$ cat src/ria_pkg.sv
`timescale 1ns / 1ps

package ria_pkg;

  localparam int HEAP_SIZE_DEF = 16;
  localparam int GRANT_W       = 4;
  localparam int SLOT_W        = 8;

  typedef enum logic [1:0] {
    ST_OK        = 2'd0,
    ST_EXHAUSTED = 2'd1,
    ST_RANGE     = 2'd2,
    ST_FULL      = 2'd3
  } status_t;

  localparam logic CMD_ALLOC = 1'b0;
  localparam logic CMD_FREE  = 1'b1;

  // queue control broadcast to every cell of the chain
  typedef struct packed {
    logic push;
    logic pop;
  } queue_ctrl_t;

endpackage

$ cat src/ria_cell.sv
`timescale 1ns / 1ps

module ria_cell #(
  parameter int CNT_W = 5,
  parameter int INDEX = 0
) (
  input  logic                         clk,
  input  ria_pkg::queue_ctrl_t         ctrl,
  input  logic [CNT_W-1:0]             count,
  input  logic [ria_pkg::GRANT_W-1:0]  wr_data,
  input  logic [ria_pkg::GRANT_W-1:0]  right_data,
  output logic [ria_pkg::GRANT_W-1:0]  data
);
  import ria_pkg::*;

  logic is_tail;

  // the first free cell sits at the current fill level
  assign is_tail = (count == CNT_W'(INDEX));

  always_ff @(posedge clk) begin
    if (ctrl.pop) begin
      data <= right_data;
    end else if (ctrl.push && is_tail) begin
      data <= wr_data;
    end
  end

endmodule

$ cat src/ria_chain.sv
`timescale 1ns / 1ps

module ria_chain #(
  parameter int HEAP_SIZE = ria_pkg::HEAP_SIZE_DEF
) (
  input  logic                                 clk,
  input  ria_pkg::queue_ctrl_t                 ctrl,
  input  logic [$clog2(HEAP_SIZE + 1)-1:0]     count,
  input  logic [ria_pkg::GRANT_W-1:0]          wr_data,
  output logic [ria_pkg::GRANT_W-1:0]          head_data
);
  import ria_pkg::*;

  localparam int CNT_W = $clog2(HEAP_SIZE + 1);

  // cell_data[i] is held by cell i; the extra tap feeds the last cell on a pop
  logic [GRANT_W-1:0] cell_data [HEAP_SIZE+1];

  assign cell_data[HEAP_SIZE] = '0;
  assign head_data            = cell_data[0];

  for (genvar gi = 0; gi < HEAP_SIZE; gi++) begin : g_cell
    ria_cell #(
      .CNT_W (CNT_W),
      .INDEX (gi)
    ) u_cell (
      .clk        (clk),
      .ctrl       (ctrl),
      .count      (count),
      .wr_data    (wr_data),
      .right_data (cell_data[gi+1]),
      .data       (cell_data[gi])
    );
  end

endmodule

$ cat src/recycling_index_allocator_core.sv
`timescale 1ns / 1ps

// Index allocator: one request per transaction on s_*, one answer per request on m_*.
// A request is taken every cycle while the answer register is empty or being drained,
// and its answer is registered for the next cycle. Freed indices wait in a chain of
// HEAP_SIZE cells that shift one place towards the head on every allocate served from
// that queue; when the queue is empty a bump counter hands out never-used indices.
// Queue storage needs no clearing pass after reset: the fill count alone says which
// cells hold data. Only the low four bits of an index are returned in granted_index.

module recycling_index_allocator_core #(
  parameter int HEAP_SIZE = ria_pkg::HEAP_SIZE_DEF
) (
  input  logic       clk,
  input  logic       rst,
  input  logic       s_tvalid,
  output logic       s_tready,
  input  logic [7:0] s_tdata,   // [7:0] slot_index
  input  logic       s_tuser,   // [0] cmd
  output logic       m_tvalid,
  input  logic       m_tready,
  output logic [7:0] m_tdata,   // [3:0] granted_index, [4] can_allocate, [7:5] zero
  output logic [1:0] m_tuser    // [1:0] status
);
  import ria_pkg::*;

  localparam int CNT_W = $clog2(HEAP_SIZE + 1);

  logic [CNT_W-1:0]   queue_count, queue_count_next;
  logic [CNT_W-1:0]   next_fresh, next_fresh_next;
  logic [GRANT_W-1:0] head_data;
  logic [8:0]         fresh_ext;
  queue_ctrl_t        ctrl;

  logic               accept;
  logic               is_free;
  logic               queue_empty, queue_full, fresh_left, in_range;
  logic [GRANT_W-1:0] grant_next;
  status_t            status_next;
  logic               can_next;

  logic [GRANT_W-1:0] granted_index;
  status_t            status;
  logic               can_allocate;

  assign s_tready = !m_tvalid || m_tready;
  assign accept   = s_tvalid && s_tready;
  assign is_free  = (s_tuser == CMD_FREE);

  assign queue_empty = (queue_count == '0);
  assign queue_full  = (queue_count == CNT_W'(HEAP_SIZE));
  assign fresh_left  = (next_fresh != CNT_W'(HEAP_SIZE));
  assign in_range    = (9'(s_tdata) < 9'(HEAP_SIZE));
  assign fresh_ext   = 9'(next_fresh);

  always_comb begin
    ctrl             = '0;
    grant_next       = '0;
    status_next      = ST_OK;
    queue_count_next = queue_count;
    next_fresh_next  = next_fresh;
    if (!is_free) begin
      if (!queue_empty) begin
        ctrl.pop         = accept;
        grant_next       = head_data;
        queue_count_next = queue_count - 1'b1;
      end else if (fresh_left) begin
        grant_next      = fresh_ext[GRANT_W-1:0];
        next_fresh_next = next_fresh + 1'b1;
      end else begin
        status_next = ST_EXHAUSTED;
      end
    end else begin
      if (!in_range) begin
        status_next = ST_RANGE;
      end else if (queue_full) begin
        status_next = ST_FULL;
      end else begin
        ctrl.push        = accept;
        queue_count_next = queue_count + 1'b1;
      end
    end
    can_next = (next_fresh_next != CNT_W'(HEAP_SIZE)) || (queue_count_next != '0);
  end

  ria_chain #(
    .HEAP_SIZE (HEAP_SIZE)
  ) u_chain (
    .clk       (clk),
    .ctrl      (ctrl),
    .count     (queue_count),
    .wr_data   (s_tdata[GRANT_W-1:0]),
    .head_data (head_data)
  );

  always_ff @(posedge clk) begin
    if (rst) begin
      queue_count <= '0;
      next_fresh  <= '0;
      m_tvalid    <= 1'b0;
    end else begin
      if (accept) begin
        queue_count <= queue_count_next;
        next_fresh  <= next_fresh_next;
        m_tvalid    <= 1'b1;
      end else if (m_tready) begin
        m_tvalid <= 1'b0;
      end
    end
  end

  always_ff @(posedge clk) begin
    if (accept) begin
      granted_index <= grant_next;
      status        <= status_next;
      can_allocate  <= can_next;
    end
  end

  assign m_tdata = {3'b000, can_allocate, granted_index};
  assign m_tuser = status;

endmodule

$ cat config.mk
export PLATFORM = sky130hd
export DESIGN_NAME = recycling_index_allocator_core
export DESIGN_NICKNAME = d
export VERILOG_FILES = /design/src/ria_pkg.sv /design/src/ria_cell.sv /design/src/ria_chain.sv /design/src/recycling_index_allocator_core.sv
export SDC_FILE = /design/constraint.sdc
export NUM_CORES = 1
export LEC_CHECK = 0
export ABC_AREA = 1
export ABC_CLOCK_PERIOD_IN_PS = 9500
export CAP_MARGIN = 40
export CORE_AREA = 3 3 109 111
export CTS_BUF_LIST = sky130_fd_sc_hd__clkbuf_16
export DETAILED_ROUTE_END_ITERATION = 8
export DIE_AREA = 0 0 112 114
export DONT_BUFFER_PORTS = 1
export SLEW_MARGIN = 25
export SYNTH_ARGS = -nofsm -noshare
export SYNTH_HDL_FRONTEND = slang
export SYNTH_HIERARCHICAL = 1
export SYNTH_SLANG_ARGS = --single-unit
$ cat constraint.sdc
create_clock -name clk -period 9.5 [get_ports clk]
set_input_delay 1.9 -clock clk [delete_from_list [all_inputs] [get_ports clk]]
set_output_delay 1.9 -clock clk [all_outputs]
set_load 0.1 [all_outputs]
==> PnR_summary.wiki <==
{| class="wikitable"
! Metric !! Value
|-
| Post-route minimum period || 4.14 ns
|-
| Number of pins with negative max-slew slack in the final report || 0
|-
| Cells after Synth || around 550
|-
| Share of total power consumed by net switching || 28.8%
|-
| Post-synthesis cell area || 0.00438 sq mm
|-
| Cell Pwr Density || 190 mW/mm^2
|-
| Worst Path Class, Setup || input port to output pin
|-
| Endpoints failing hold || 0
|-
| Worst min path class || register to register
|-
| Share of the cycle needed by the critical path after routing || 43.6%
|-
| Fraction of final layout cells with drive strength greater than 1 || around a tenth
|-
| Longest Clk Path Bufs || 2
|-
| Number of different library cells in the post-synthesis netlist || 31
|-
| I/O pin count || 25
|-
| Switching pwr || 0.270 mW
|-
| Unrepaired setup endpoints after global routing || no
|-
| Die boundary width || 112 microns
|-
| Result of the run || complete, no violations
|-
| Inst Count DP || 696
|-
| Clock power share || 37.7%
|-
| TritonCTS clock tree || yes
|-
| Final Total Pwr || about 0.94 mW
|-
| GRT Total Usage || 15.2%
|-
| Reported leakage power || 2.29 nW
|-
| Layout overhead on the synthesized area || 12.6%
|-
| Filler Cell Count || between 1k and 1.5k
|-
| Tightest Pin Transition || between 0.8 and 0.9 ns
|-
| Max frequency || 241 MHz
|-
| Final setup violation count || 0
|-
| Post-CTS Hold Buffers || 0
|-
| Number of resized instances in the post-cts repair step || 0
|-
| Critical Path AT || roughly 2.2 ns
|-
| Relative contribution of combinational cells to total power || 13.9%
|-
| Worst Path Max Fanout || 3
|-
| Antenna fix cells || 0
|-
| Number of global-route vias before repair || 3226
|-
| CP required || roughly 7.6 ns
|-
| Sinks on Clock Net || 82
|-
| Flop2flop setup slack || 6.51 ns
|-
| Cell at the root of the clock tree || clkbuf_16
|-
| GRT overflow || 0
|-
| Count of input and output buffers || 0
|-
| Worst VDD drop || 0.0810 mV
|-
| Placement Rows || 38
|-
| Min-delay src || u_chain/g_cell[15].u_cell/data[1]
|-
| Half-perimeter wire length after placement || 5810 microns
|-
| Total Wirelength || 9120 microns
|-
| Chip Height || 114 microns
|-
| Number of warning messages in the yosys log || 6
|-
| Full die area || 0.0128 sq mm
|-
| Worst R2R End || u_chain/g_cell[13].u_cell/data[1]
|-
| TritonCTS buffer count || 9
|-
| Length of the first detailed-routing pass in iterations || 6
|-
| Net total in the final layout || 589
|-
| Depth of the worst hold-timing path || 2
|-
| Pin count of the biggest net entering global routing || 81
|-
| Crit start category || input port
|-
| Total internal power || 0.669 mW
|-
| Worst-case headroom to the max-slew limit || between 40% and 50%
|-
| Number of DRC markers in iteration 0 || roughly 230
|-
| Register area share after synthesis || 53.7%
|-
| Total of max-cap violations || 0
|-
| Count of state elements after synthesis || 82
|-
| Worst reg2reg path startpoint || queue_count[0]
|-
| Count of vias placed by the detailed router || 3416
|-
| Initial antenna violation count || 0
|-
| Total core area || 0.0109 sq mm
|-
| Syn Area/Cell || approximately 7.9 sq um
|-
| Worst clock skew on the final layout || around 0.006 ns
|-
| Post-CTS setup-driven buffer insertion count || 0
|-
| Post-route ant nets || 0
|-
| Mean number of vias per cell || 4.77
|-
| Worst-path clk slew || 0.06 ns
|-
| Depth of the worst register-to-register path || 9
|-
| Starting Density || around two fifths
|-
| Crit. End Element || output pin
|-
| Global-route wire length before repair || around 16000 microns
|-
| Share of total power in sequential cells || 48.4%
|-
| Worst skew pair latency || about 0.34 ns
|-
| Sequential standard cell area || 0.00235 sq mm
|-
| Post-route insts no fill || between 700 and 800
|-
| Post-place instance area || 0.00458 sq mm
|-
| CTS HTree Levels || 3
|-
| Remaining routing DRC violations || 0
|-
| Routability-driven placement congestion ratio || 0.818
|-
| Area of combinational cells with multiple inputs || ~0.0017 sq mm
|-
| Post-Route Setup TNS || 0 ns
|-
| Endpoint, Worst Hold || u_chain/g_cell[14].u_cell/data[1]
|-
| Area of all placed cells without fillers || 0.00494 sq mm
|-
| Routed wirelength normalized by instance count || 12.7 microns
|}
layer usage:
| metal | wire [microns] | global-route usage (%) |
|---|---|---|
| met1 | 4370 | 20.6 |
| met2 | 4230 | 24.3 |
| met3 | 392 | 3.24 |
| met4 | 127 | 5.29 |
| met5 | 0 | 0 |
worst max-delay path, stage by stage:
cell and delay (ns):
inv_1 0.02, nand2_1 0.11, buf_8 0.21
stage by stage:
step | hold WS (ns) | setup slack [ns] | util (%)
final | 0.516 | 5.36 | 45.3
after global routing | 0.542 | 5.33 | 45.3
after CTS | 0.516 | 5.36 | 44.8
after detailed placement | 0.502 | 5.36 | 42.0
after global placement | 0.496 | 4.68 | 41.7
after floorplan | 0.491 | 2.90 | -
cells by family (layout without fill, tap and decap cells):
kind of cell	after synthesis	after routing	share of synthesized area, %
AO/OA/AOI/OAI	30	30	3.94
XOR/XNOR	2	2	0.400
adder cells (fa/ha/maj)	5	5	1.43
buffers and inverters	78	95	7.22
flip-flops	82	82	53.7
other	2	7	0.171
AND/OR/NAND/NOR	355	355	33.2
cells in the mapped netlist, drive strengths merged:
library cell,n,area share [%]
inv,72,6.2
nand2,264,23
edfxtp,71,49
xor2,2,0.40
nand4,4,0.71
nand3,31,4.1
dfxtp,11,5.0
buf,6,1.1
nor2,54,5.2
a31oi,1,0.14
or2,1,0.14
nor3,1,0.11
a32o,1,0.23
a22o,1,0.20
ha,5,1.4
o21ai,14,1.6
o31ai,1,0.17
a21oi,8,0.91
conb,2,0.17
o211ai,4,0.69
power groups by stage:
stage	Clock, mW	Combinational, mW	Sequential [mW]
after global placement	0	0.114	0.469
final	0.355	0.130	0.455
after floorplan	0	0.102	0.461
after detailed placement	0	0.121	0.468
after global routing	0.377	0.151	0.457
after CTS	0.361	0.121	0.460
layout by cell type, fill, tap and decap left out, drive strengths merged, types with 5 or more instances in the layout:
master / instances
nand2: 264
nor2: 54
conb: 7
o21ai: 14
buf: 7
dfxtp: 11
ha: 5
a21oi: 8
edfxtp: 71
nand3: 31
clkbuf: 9
inv: 75
cell type report:
type | count | share of cell area [%]
timing repair buffer | 7 | 1.93
clock buffer | 9 | 4.56
clock inverter | 7 | 1.55
inverter | 72 | 5.47
sequential | 82 | 47.6
tap | 140 | 3.55
multi-input combinational | 399 | 35.3
registers in the layout, summed over array words and instances, names as in the netlist:
signal / count
m_tvalid: 1
granted_index: 4
m_tuser: 2
next_fresh: 5
can_allocate: 1
u_chain/g_cell.u_cell/data: 64
queue_count: 5
worst max path at each step:
stage / startpoint / to
3_5_place_dp: m_tready / s_tready
4_1_cts: m_tready / s_tready
2_1_floorplan: m_tready / u_chain/g_cell[0].u_cell/data[0]
3_3_place_gp: m_tready / u_chain/g_cell[14].u_cell/data[1]
6_report: m_tready / s_tready
5_1_grt: m_tready / s_tready
No activity file was read; power rests on OpenSTA's default activity.
